File: config.mk
export PLATFORM = sky130hd
export DESIGN_NAME = ctc_greedy_decoder_unit_flat
export DESIGN_NICKNAME = d
export VERILOG_FILES = /design/src/rtl/ctcg_pkg.sv /design/src/rtl/ctcg_if.sv /design/src/rtl/ctcg_sub_unit.sv /design/src/rtl/ctc_greedy_decoder_unit.sv /design/src/flat_wrapper.sv
export SDC_FILE = /design/constraint.sdc
export NUM_CORES = 1
export LEC_CHECK = 0
export ABC_AREA = 1
export BUFFER_PORTS_ARGS = -buffer_cell sky130_fd_sc_hd__clkbuf_2
export CAP_MARGIN = 20
export CORE_MARGIN = 4
export CORE_UTILIZATION = 38
export DETAILED_ROUTE_END_ITERATION = 16
export PLACE_DENSITY_LB_ADDON = 0.3
export SYNTH_ARGS = -nofsm -noshare
export SYNTH_HDL_FRONTEND = slang
export SYNTH_SLANG_ARGS = --single-unit
export TNS_END_PERCENT = 50
File: constraint.sdc
create_clock -name i_clk -period 6.9 [get_ports i_clk]
set_input_delay 1.38 -clock i_clk [delete_from_list [all_inputs] [get_ports i_clk]]
set_output_delay 1.38 -clock i_clk [all_outputs]
set_load 0.05 [all_outputs]
File: src/rtl/ctcg_pkg.sv
package ctcg_pkg;

    localparam int IDX_W  = 15;
    localparam int PROB_W = 16;
    localparam int CNT_W  = 11;
    localparam int SUM_W  = 26;
    localparam int REM_W  = CNT_W + 1;
    localparam int STEP_W = $clog2(SUM_W);

    localparam int CLASS_LIMIT = 32768;
    localparam int COUNT_CAP   = 1024;

    localparam logic KIND_SYMBOL  = 1'b0;
    localparam logic KIND_SUMMARY = 1'b1;

    typedef logic [SUM_W-1:0] t_word;

    typedef struct packed {
        logic  borrow;
        t_word diff;
    } t_sub_res;

endpackage

File: src/rtl/ctcg_if.sv
interface ctcg_in_if;
    import ctcg_pkg::*;
    logic              valid;
    logic              ready;
    logic [PROB_W-1:0] class_prob;
    logic              row_end;
    logic              seq_end;

    modport source (output valid, class_prob, row_end, seq_end, input ready);
    modport sink   (input valid, class_prob, row_end, seq_end, output ready);
endinterface

interface ctcg_out_if;
    import ctcg_pkg::*;
    logic              valid;
    logic              ready;
    logic              kind;
    logic [IDX_W-1:0]  symbol_index;
    logic [PROB_W-1:0] symbol_prob;
    logic [PROB_W-1:0] mean_conf;
    logic [CNT_W-1:0]  symbol_count;
    logic              last;

    modport source (output valid, kind, symbol_index, symbol_prob, mean_conf,
                    symbol_count, last, input ready);
    modport sink   (input valid, kind, symbol_index, symbol_prob, mean_conf,
                    symbol_count, last, output ready);
endinterface

File: src/rtl/ctcg_sub_unit.sv
module ctcg_sub_unit
    import ctcg_pkg::*;
(
    input  t_word    i_a,
    input  t_word    i_b,
    output t_sub_res o_res
);

    // a - b with borrow out; borrow set means b > a
    assign o_res = {1'b0, i_a} - {1'b0, i_b};

endmodule

File: src/rtl/ctc_greedy_decoder_unit.sv
// CTC greedy decoder.
// Input channel i_in carries one class probability (Q0.16) per transaction,
// with row_end on the last class of a time step and seq_end (with row_end)
// on the last step of a sequence. Output channel o_out carries symbol
// results (kind 0) and one end-of-sequence summary (kind 1) with the
// emitted count, capped at 1024, and the truncated mean probability; last
// marks the final result of the input transaction that caused it.
// i_cfg_we / i_cfg_wdata write blank_index; write it only while idle.
// Sequencing: a class that does not end a row passes accept (S_IDLE) and compare (S_CMP).
// A row end adds the row decision (S_ROW). A sequence end then computes the mean
// by restoring division (S_DIV), one quotient bit per cycle on the same
// shared subtractor that performs the argmax compare, and then loads the
// summary (S_SUM). Input is taken only while the sequencer is idle.
// A single output register holds a result; the block accepts the next
// input while it waits, and stalls only when a new result must be loaded
// and the receiver has not taken the pending one.
// Reset (synchronous, active low) clears the row and sequence state and
// sets blank_index to zero; a pending result is dropped.
module ctc_greedy_decoder_unit
    import ctcg_pkg::*;
(
    input  logic             i_clk,
    input  logic             i_rst_n,
    ctcg_in_if.sink          i_in,
    ctcg_out_if.source       o_out,
    input  logic             i_cfg_we,
    input  logic [IDX_W-1:0] i_cfg_wdata
);

    typedef enum logic [2:0] {
        S_IDLE,
        S_CMP,
        S_ROW,
        S_DIV,
        S_SUM
    } t_state;

    t_state r_state;

    // captured input transaction
    logic [PROB_W-1:0] r_prob;
    logic              r_row_end;
    logic              r_seq_end;

    // row and sequence state
    logic [IDX_W-1:0]  r_blank;
    logic [IDX_W-1:0]  r_cls;
    logic [IDX_W-1:0]  r_best_idx;
    logic [PROB_W-1:0] r_best_prob;
    logic [IDX_W-1:0]  r_prev_idx;
    logic              r_prev_valid;
    logic [SUM_W-1:0]  r_sum;
    logic [CNT_W-1:0]  r_cnt;

    // divider state
    logic [SUM_W-1:0]  r_quo;
    logic [REM_W-1:0]  r_rem;
    logic [STEP_W-1:0] r_step;

    // output register
    logic              r_out_valid;
    logic              r_out_kind;
    logic [IDX_W-1:0]  r_out_idx;
    logic [PROB_W-1:0] r_out_prob;
    logic [PROB_W-1:0] r_out_mean;
    logic [CNT_W-1:0]  r_out_cnt;
    logic              r_out_last;

    t_word    sub_a;
    t_word    sub_b;
    t_sub_res sub_res;

    logic             out_free;
    logic             out_load;
    logic             emit;
    logic             cnt_room;
    logic [SUM_W-1:0] n_sum;
    logic [CNT_W-1:0] n_cnt;
    logic [REM_W-1:0] trial;

    ctcg_sub_unit u_sub (
        .i_a   (sub_a),
        .i_b   (sub_b),
        .o_res (sub_res)
    );

    // Select operands of the shared subtractor: argmax compare or divide step.
    assign trial = {r_rem[REM_W-2:0], r_quo[SUM_W-1]};

    always_comb begin
        if (r_state == S_DIV) begin
            sub_a = SUM_W'(trial);
            sub_b = SUM_W'(r_cnt);
        end else begin
            sub_a = SUM_W'(r_best_prob);
            sub_b = SUM_W'(r_prob);
        end
    end

    assign out_free = !r_out_valid || o_out.ready;

    // Row end decision: skip blank and repeats of the previous row's best.
    assign emit     = (r_best_idx != r_blank) &&
                      !(r_prev_valid && (r_best_idx == r_prev_idx));
    assign cnt_room = (r_cnt < CNT_W'(COUNT_CAP));
    assign n_sum    = (emit && cnt_room) ? (r_sum + SUM_W'(r_best_prob)) : r_sum;
    assign n_cnt    = (emit && cnt_room) ? (r_cnt + CNT_W'(1)) : r_cnt;

    // A new result enters the output register this cycle.
    assign out_load = ((r_state == S_ROW) && emit && out_free) ||
                      ((r_state == S_SUM) && out_free);

    assign i_in.ready         = (r_state == S_IDLE);
    assign o_out.valid        = r_out_valid;
    assign o_out.kind         = r_out_kind;
    assign o_out.symbol_index = r_out_idx;
    assign o_out.symbol_prob  = r_out_prob;
    assign o_out.mean_conf    = r_out_mean;
    assign o_out.symbol_count = r_out_cnt;
    assign o_out.last         = r_out_last;

    always_ff @(posedge i_clk) begin
        if (!i_rst_n) begin
            r_state      <= S_IDLE;
            r_blank      <= '0;
            r_cls        <= '0;
            r_best_idx   <= '0;
            r_best_prob  <= '0;
            r_prev_idx   <= '0;
            r_prev_valid <= 1'b0;
            r_sum        <= '0;
            r_cnt        <= '0;
            r_step       <= '0;
            r_out_valid  <= 1'b0;
        end else begin
            if (i_cfg_we) begin
                r_blank <= i_cfg_wdata;
            end

            // Drop the pending result once the receiver takes it, unless a new one loads.
            if (r_out_valid && o_out.ready && !out_load) begin
                r_out_valid <= 1'b0;
            end

            unique case (r_state)
                S_IDLE: begin
                    if (i_in.valid) begin
                        r_prob    <= i_in.class_prob;
                        r_row_end <= i_in.row_end;
                        r_seq_end <= i_in.seq_end;
                        r_state   <= S_CMP;
                    end
                end

                S_CMP: begin
                    // First class of a row always wins; later only if strictly greater.
                    if ((r_cls == '0) || sub_res.borrow) begin
                        r_best_prob <= r_prob;
                        r_best_idx  <= r_cls;
                    end
                    if (r_cls != IDX_W'(CLASS_LIMIT - 1)) begin
                        r_cls <= r_cls + IDX_W'(1);
                    end
                    r_state <= r_row_end ? S_ROW : S_IDLE;
                end

                S_ROW: begin
                    // Hold here while a symbol must go out and the slot is busy.
                    if (!emit || out_free) begin
                        if (emit) begin
                            r_out_valid <= 1'b1;
                            r_out_kind  <= KIND_SYMBOL;
                            r_out_idx   <= r_best_idx;
                            r_out_prob  <= r_best_prob;
                            r_out_mean  <= '0;
                            r_out_cnt   <= '0;
                            r_out_last  <= !r_seq_end;
                        end
                        r_sum        <= n_sum;
                        r_cnt        <= n_cnt;
                        r_prev_idx   <= r_best_idx;
                        r_prev_valid <= 1'b1;
                        r_cls        <= '0;
                        r_best_idx   <= '0;
                        r_best_prob  <= '0;
                        if (r_seq_end) begin
                            r_quo   <= n_sum;
                            r_rem   <= '0;
                            r_step  <= '0;
                            r_state <= S_DIV;
                        end else begin
                            r_state <= S_IDLE;
                        end
                    end
                end

                S_DIV: begin
                    // One restoring step: shift in a dividend bit, try subtract.
                    if (sub_res.borrow) begin
                        r_rem <= trial;
                    end else begin
                        r_rem <= sub_res.diff[REM_W-1:0];
                    end
                    r_quo <= {r_quo[SUM_W-2:0], !sub_res.borrow};
                    if (r_step == STEP_W'(SUM_W - 1)) begin
                        r_state <= S_SUM;
                    end else begin
                        r_step <= r_step + STEP_W'(1);
                    end
                end

                S_SUM: begin
                    if (out_free) begin
                        r_out_valid  <= 1'b1;
                        r_out_kind   <= KIND_SUMMARY;
                        r_out_idx    <= '0;
                        r_out_prob   <= '0;
                        r_out_mean   <= (r_cnt == '0) ? '0 : r_quo[PROB_W-1:0];
                        r_out_cnt    <= r_cnt;
                        r_out_last   <= 1'b1;
                        r_sum        <= '0;
                        r_cnt        <= '0;
                        r_prev_idx   <= '0;
                        r_prev_valid <= 1'b0;
                        r_state      <= S_IDLE;
                    end
                end

                default: r_state <= S_IDLE;
            endcase
        end
    end

endmodule

File: src/flat_wrapper.sv
// flat-port wrapper written by rule: the top's interface ports become plain ports
module ctc_greedy_decoder_unit_flat import ctcg_pkg::*;
  (i_clk, i_rst_n, i_cfg_we, i_cfg_wdata, i_in_valid, i_in_class_prob, i_in_row_end, i_in_seq_end, i_in_ready, o_out_valid, o_out_kind, o_out_symbol_index, o_out_symbol_prob, o_out_mean_conf, o_out_symbol_count, o_out_last, o_out_ready);
  ctcg_in_if i_in_i ();
  ctcg_out_if o_out_i ();
  input  logic i_clk;
  input  logic i_rst_n;
  input  logic i_cfg_we;
  input  logic [IDX_W-1:0] i_cfg_wdata;
  input wire logic [$bits(i_in_i.valid)-1:0] i_in_valid;
  input wire logic [$bits(i_in_i.class_prob)-1:0] i_in_class_prob;
  input wire logic [$bits(i_in_i.row_end)-1:0] i_in_row_end;
  input wire logic [$bits(i_in_i.seq_end)-1:0] i_in_seq_end;
  output wire logic [$bits(i_in_i.ready)-1:0] i_in_ready;
  output wire logic [$bits(o_out_i.valid)-1:0] o_out_valid;
  output wire logic [$bits(o_out_i.kind)-1:0] o_out_kind;
  output wire logic [$bits(o_out_i.symbol_index)-1:0] o_out_symbol_index;
  output wire logic [$bits(o_out_i.symbol_prob)-1:0] o_out_symbol_prob;
  output wire logic [$bits(o_out_i.mean_conf)-1:0] o_out_mean_conf;
  output wire logic [$bits(o_out_i.symbol_count)-1:0] o_out_symbol_count;
  output wire logic [$bits(o_out_i.last)-1:0] o_out_last;
  input wire logic [$bits(o_out_i.ready)-1:0] o_out_ready;
  assign i_in_i.valid = i_in_valid;
  assign i_in_i.class_prob = i_in_class_prob;
  assign i_in_i.row_end = i_in_row_end;
  assign i_in_i.seq_end = i_in_seq_end;
  assign i_in_ready = i_in_i.ready;
  assign o_out_valid = o_out_i.valid;
  assign o_out_kind = o_out_i.kind;
  assign o_out_symbol_index = o_out_i.symbol_index;
  assign o_out_symbol_prob = o_out_i.symbol_prob;
  assign o_out_mean_conf = o_out_i.mean_conf;
  assign o_out_symbol_count = o_out_i.symbol_count;
  assign o_out_last = o_out_i.last;
  assign o_out_i.ready = o_out_ready;
  ctc_greedy_decoder_unit u_core (.i_clk(i_clk), .i_rst_n(i_rst_n), .i_in(i_in_i), .o_out(o_out_i), .i_cfg_we(i_cfg_we), .i_cfg_wdata(i_cfg_wdata));
endmodule
==> flow_metrics.env, run 1 <==
export IMPL_outcome="complete, no violations"
export IMPL_floorplan_die_area_um2=36960
export IMPL_die_width_um=192.2
export IMPL_yosysTopAreaCell="edfxtp_1"
export IMPL_timing_critical_path_arrival_ns=4.57
export IMPL_numPortBuffers=99
export IMPL_finalSetupViolations=0
export IMPL_multi_input_comb_area_um2=5944
export IMPL_grt_pass1_vias=10700
export IMPL_areaGrowthSynthToFinish_pct=13.47
export IMPL_place_ws_ns=2.724
export IMPL_clock_sink_count=238
export IMPL_cts_max_path_buffers=3
export IMPL_hold_ws_ns=0.4725
export IMPL_dominantRegCellSynth="dfxtp_1"
export IMPL_ios=100
export IMPL_final_antenna_net_count=0
export IMPL_setup_repair_after_global_routing_missed_its_margin="false"
export IMPL_number_of_antenna_violations_at_the_first_check_in_global_routing=0
export IMPL_period_minus_slack_ns=4.145
export IMPL_ys_ff_latch=238
export IMPL_required_ns=7.33
export IMPL_worstSetupEndpointType="flip-flop"
export IMPL_setup_total_negative_slack_ns=0
export IMPL_timing_max_slew_rel_slack_pct=39.62
export IMPL_ys_warnings_count=0
export IMPL_final_core_util_pct=43.65
export IMPL_power_after_layout_uw=4267
export IMPL_drcViolationCount=0
export IMPL_hpwlAfterDp_mm=25.51
export IMPL_min_path_type="flip-flop to flip-flop"
export IMPL_post_cts_resized=0
export IMPL_finalHoldViolCount=0
export IMPL_layout_area_seq_um2=5916
export IMPL_n_antenna_cell=0
export IMPL_maxCapViolCount=0
export IMPL_synth_async_sr_flop_share_pct=0
export IMPL_drt_initial_drc_count=880
export IMPL_cts_setup_buffers=0
export IMPL_reg_power_share_pct=40.7
export IMPL_timing_worst_slew_pin_value_ns=0.9028
export IMPL_gr_ovfl_total=0
export IMPL_drt_pass1_iter_count=5
export IMPL_fin_nets=1869
export IMPL_vias_cell=4.969
export IMPL_p_leak_uw=0.006280
export IMPL_power_share_switching_pct=33.30
export IMPL_period_share_pct=60.07
export IMPL_cts_root_buf="clkbuf_16"
export IMPL_num_cts_buffers=27
export IMPL_post_route_cells_drive_above_1_share_pct=10.71
export IMPL_synth_enable_flop_cells=115
export IMPL_routed_wirelength_mm=35.30
export IMPL_worstSetupStartpointType="flip-flop"
export IMPL_fp_row_count=67
export IMPL_post_synth_num_cell_types=43
export IMPL_pwr_share_clk_pct=34.3
export IMPL_die_h_um=192.2
export IMPL_power_report_internal_total_uw=2846
export IMPL_synth_area_per_cell_um2=7.482
export IMPL_htree_num_levels=1
export IMPL_synth_yosys_seq_area_share_pct=45.86
export IMPL_clk_pin_slew_worst_paths_ns=0.06
export IMPL_globalplace_congestion=0.9374
export IMPL_cts_hold_repair_buffers=0
export IMPL_power_ir_vdd_worst_mv=0.1798
export IMPL_comb_power_share_pct=24.9
export IMPL_maximum_clock_frequency_mhz=241.3
export IMPL_core_um2=33530
export IMPL_syn_num_nets=1802
export IMPL_power_net_switching_uw=1421
export IMPL_grt_first_pass_wirelength_mm=56.45
export IMPL_timing_worst_setup_path_type="flip-flop to flip-flop"
export IMPL_synthMostInstantiatedCell="nand2_1"
export IMPL_final_worst_clock_skew_ns=0.01235
export IMPL_largest_driver_fanout_on_the_critical_path=39
export IMPL_wl_per_cell_um=15.62
export IMPL_fillers=3462
export IMPL_netlist_top_cells_count="nand2_1, nor2_1, inv_1"
export IMPL_gr_usage_all_layers_pct=18.91
export IMPL_start_util_pct=38.47
export IMPL_power_density_nw_per_um2=291.5
export IMPL_worst_slack_ns=2.755
export IMPL_synth_top_cells_by_area="edfxtp_1, dfxtp_1, nand2_1"
export IMPL_grt_start_max_net_pins=69
export IMPL_clk_insertion_delay_late_ns=0.54
export IMPL_synth_cell_area_um2=12900
export IMPL_cts_tree="built"
export IMPL_netlist_area_leader_share_pct=26.77
export IMPL_final_slew_viol_count=0
export IMPL_vias=11230
export IMPL_netlist_instances=1724
layer usage:
metal	GRT usage, %	wire length, um	share of wire (%)	up-vias
li1	-	-	-	5706
met1	26.04	16420	47	5215
met2	31.69	16420	47	249
met3	2.090	1560	4.4	59
met4	5.101	900	2.5	0
met5	0	0	0	-
final timing paths:
path                         from                     to  slack (ns)  cells after the start
min reg2reg  u_core.r_prev_idx[1]   u_core.r_prev_idx[1]        0.47                      2
min          u_core.r_prev_idx[1]   u_core.r_prev_idx[1]        0.47                      2
max reg2reg     u_core.r_state[2]  u_core.r_best_prob[9]        2.75                     16
max             u_core.r_state[2]  u_core.r_best_prob[9]        2.75                     16
stage by stage:
stage,std cells,cell area [um2]
floorplan,1724,12900
global placement,2208,13700
detailed placement,2209,13710
CTS,2259,14610
global route,2260,14640
finish,2260,14640
state kept, by name, summed over array words and instances (netlist names), 15 cells and up:
name,flops
u_core.r_sum,26
u_core.r_best_prob,16
u_core.r_prev_idx,15
u_core.o_out.mean_conf,16
u_core.r_prob,16
u_core.o_out.symbol_prob,16
u_core.r_blank,15
u_core.r_best_idx,15
u_core.r_cls,15
u_core.r_quo,26
u_core.o_out.symbol_index,15
critical path, cell delays in order (launching register included):
cell	delay (ns)
dfxtp_1	0.44
nor3_2	0.09
inv_1	0.61
buf_4	0.51
nand2_1	0.11
ha_1	0.31
nand2_1	0.09
nor4_1	0.34
nand2_2	0.11
nand2_4	0.20
nand2_2	0.07
nand2_2	0.07
nand2_4	0.10
nand2_4	0.43
inv_1	0.31
nor2_1	0.17
nor2_1	0.05
kinds of logic after synthesis:
kind of cell	after synthesis	synth area share, %
AND/OR/NAND/NOR	897	29.01
buffers and inverters	263	8.304
AO/OA/AOI/OAI	240	9.700
flip-flops	238	45.86
XOR/XNOR	46	3.123
adder cells (fa/ha/maj)	40	3.997
cells in the final DEF (no fill, tap or decap), types with 3 or more instances in the layout:
cell type  count
nand2_4        4
clkbuf_16     27
clkinv_2       5
nand2_2       17
nor4_1         5
a21oi_1      123
bufinv_16      4
inv_1        182
buf_4          8
nor3_1        13
nand3_1      100
dfxtp_1      123
a31oi_1        3
o21ai_0      100
xor2_1        30
clkbuf_1       9
nor2_1       227
clkbuf_2      99
nand2_1      482
ha_1          38
nor3b_1        3
edfxtp_1     115
o21bai_1       3
inv_2         10
nand4_1       31
xnor2_1       16
power groups by stage:
stage                     Clock (uW)  Sequential, uW  Combinational [uW]
after CTS                       1490            1740                1070
after global routing            1560            1750                1210
final                           1470            1740                1060
after global placement             0            1760                1040
after detailed placement           0            1770                1060
after floorplan                    0            1780                 773
layout make-up:
cell class | count | area share, %
Clock buffer | 37 | 4.941
Inverter | 192 | 4.924
Timing Repair Buffer | 109 | 4.086
Clock inverter | 13 | 1.188
Tap cell | 448 | 3.830
Sequential cell | 238 | 40.42
Multi-Input combinational cell | 1223 | 40.61
(Power assumes the default switching activity.)
==> inputs of run 2 (changes only) <==
- clock period: 6.9 -> 4.3 ns (I/O delays scaled with it)
==> run 2 against run 1 <==
Count of clock-buffer cells in the layout increased by 2. Via count decreased by 0.25%. Critical path depth increased by 1. Critical path type unchanged. Critical endpoint is now u_core.r_best_prob[12]. Largest cell class unchanged.
==> flow_metrics.env, run 2 (synthesis gave the netlist of run 1 again) <==
export IMPL_outcome="complete, no violations"
export IMPL_pwr_share_clk_pct=34.1
export IMPL_vias_cell=4.947
export IMPL_worstSetupStartpointType="flip-flop"
export IMPL_fin_nets=1874
export IMPL_cts_max_path_buffers=3
export IMPL_fillers=3421
export IMPL_fp_row_count=67
export IMPL_largest_driver_fanout_on_the_critical_path=44
export IMPL_gr_usage_all_layers_pct=18.68
export IMPL_hpwlAfterDp_mm=25.24
export IMPL_comb_power_share_pct=24.8
export IMPL_power_density_nw_per_um2=463.3
export IMPL_power_report_internal_total_uw=4544
export IMPL_areaGrowthSynthToFinish_pct=13.66
export IMPL_power_ir_vdd_worst_mv=0.2495
export IMPL_grt_start_max_net_pins=58
export IMPL_vias=11200
export IMPL_cts_root_buf="clkbuf_16"
export IMPL_numPortBuffers=99
export IMPL_final_slew_viol_count=0
export IMPL_worstPathCellList="inv_1 > nor3_2 > buf_4 > buf_4 > o21ai_0 > ha_1 > nand2_1 > nor4_1 > nand2_2 > nand2_4 > nand2_2 > nand2_2 > nand2_4 > nand2_4 > inv_1 > nor2_1 > nor2_1"
export IMPL_setup_total_negative_slack_ns=0
export IMPL_reg_power_share_pct=41.1
export IMPL_hold_ws_ns=0.4702
export IMPL_maxCapViolCount=0
export IMPL_drcViolationCount=0
export IMPL_power_after_layout_uw=6792
export IMPL_cts_setup_buffers=0
export IMPL_period_share_pct=89.89
export IMPL_crit_path_max_incr_delay_ns=0.42
export IMPL_timing_critical_path_buf_inv=4
export IMPL_wl_per_cell_um=15.28
export IMPL_grt_first_pass_wirelength_mm=56.04
export IMPL_drt_pass1_iter_count=5
export IMPL_required_ns=4.71
export IMPL_finalSetupViolations=0
export IMPL_timing_worst_setup_path_type="flip-flop to flip-flop"
export IMPL_cpMaxStageDelayCell="nand2_4"
export IMPL_clk_pin_slew_worst_paths_ns=0.06
export IMPL_stdcell_area_um2=14660
export IMPL_drt_initial_drc_count=907
export IMPL_min_path_type="flip-flop to flip-flop"
export IMPL_htree_num_levels=1
export IMPL_clock_sink_count=238
export IMPL_multi_input_comb_area_um2=5947
export IMPL_ios=100
export IMPL_number_of_antenna_violations_at_the_first_check_in_global_routing=0
export IMPL_most_common_layout_cells="nand2_1, nor2_1, inv_1"
export IMPL_globalplace_congestion=0.9641
export IMPL_cts_hold_repair_buffers=0
export IMPL_maximum_clock_frequency_mhz=258.7
export IMPL_post_cts_resized=0
export IMPL_setup_repair_after_global_routing_missed_its_margin="false"
export IMPL_timing_max_slew_rel_slack_pct=44.17
export IMPL_core_um2=33530
export IMPL_routed_wirelength_mm=34.61
export IMPL_detailed_place_area_um2=13780
export IMPL_grt_pass1_vias=10750
export IMPL_n_antenna_cell=0
export IMPL_cts_tree="built"
export IMPL_timing_worst_slew_pin_value_ns=0.8374
export IMPL_gr_ovfl_total=0
export IMPL_post_route_cells_drive_above_1_share_pct=10.85
export IMPL_clk_insertion_delay_late_ns=0.54
export IMPL_p_leak_uw=0.006286
export IMPL_die_width_um=192.2
export IMPL_floorplan_die_area_um2=36960
export IMPL_die_h_um=192.2
export IMPL_start_util_pct=38.47
export IMPL_period_minus_slack_ns=3.865
export IMPL_power_share_switching_pct=33.10
export IMPL_final_core_util_pct=43.72
export IMPL_timing_critical_path_arrival_ns=4.28
export IMPL_power_net_switching_uw=2248
export IMPL_layout_area_seq_um2=5916
export IMPL_num_cts_buffers=27
export IMPL_worstSetupEndpointType="flip-flop"
export IMPL_final_worst_clock_skew_ns=0.02423
export IMPL_final_antenna_net_count=0
export IMPL_largest_registers="u_core.r_quo: 26 flops, u_core.r_sum: 26 flops"
export IMPL_final_common_cell="nand2_1"
export IMPL_finalHoldViolCount=0
export IMPL_worst_path_dominant_cell_family="simple AND/OR/NAND/NOR gates"
[run 2: area by class of cell]
type | count | area share [%]
Clock inverter | 10 | 0.8961
Clock buffer | 39 | 5.129
Sequential cell | 238 | 40.35
Multi-Input combinational cell | 1223 | 40.56
Tap cell | 448 | 3.824
Timing Repair Buffer | 114 | 4.319
Inverter | 192 | 4.916
[run 2: power by group through the flow]
stage | Clock [uW] | Sequential [uW] | Combinational, uW
2_1_floorplan | 0 | 2850 | 1240
3_3_place_gp | 0 | 2830 | 1660
3_5_place_dp | 0 | 2840 | 1680
4_1_cts | 2370 | 2790 | 1690
5_1_grt | 2470 | 2810 | 1930
6_report | 2320 | 2790 | 1680
[run 2: final timing paths]
path / end / slack, ns / cells after the start / start
max: u_core.r_best_prob[12] / 0.43 / 17 / u_core.r_state[0]
min: u_core.r_blank[9] / 0.47 / 2 / u_core.r_blank[9]
max reg2reg: u_core.r_best_prob[12] / 0.43 / 17 / u_core.r_state[0]
min reg2reg: u_core.r_blank[9] / 0.47 / 2 / u_core.r_blank[9]
[run 2: metrics by stage]
step	worst slack [ns]	instances
2_1_floorplan	0.8350	1724
3_3_place_gp	0.6853	2215
5_1_grt	0.05718	2264
3_5_place_dp	0.4795	2215
4_1_cts	0.4256	2264
6_report	0.4347	2264
[run 2: routing by layer]
layer / share of wire, % / global-route usage (%)
met1: 45 / 25.60
met2: 46 / 30.66
met3: 5.8 / 2.545
met4: 3.1 / 5.924
met5: 0 / 0
[run 2: worst reg2reg max path: stages, from the launching register on]
cell     delay (ns)
dfxtp_1        0.38
inv_1          0.09
nor3_2         0.19
buf_4          0.38
buf_4          0.34
o21ai_0        0.13
ha_1           0.36
nand2_1        0.07
nor4_1         0.29
nand2_2        0.11
nand2_4        0.20
nand2_2        0.08
nand2_2        0.08
nand2_4        0.11
nand2_4        0.42
inv_1          0.30
nor2_1         0.16
nor2_1         0.05
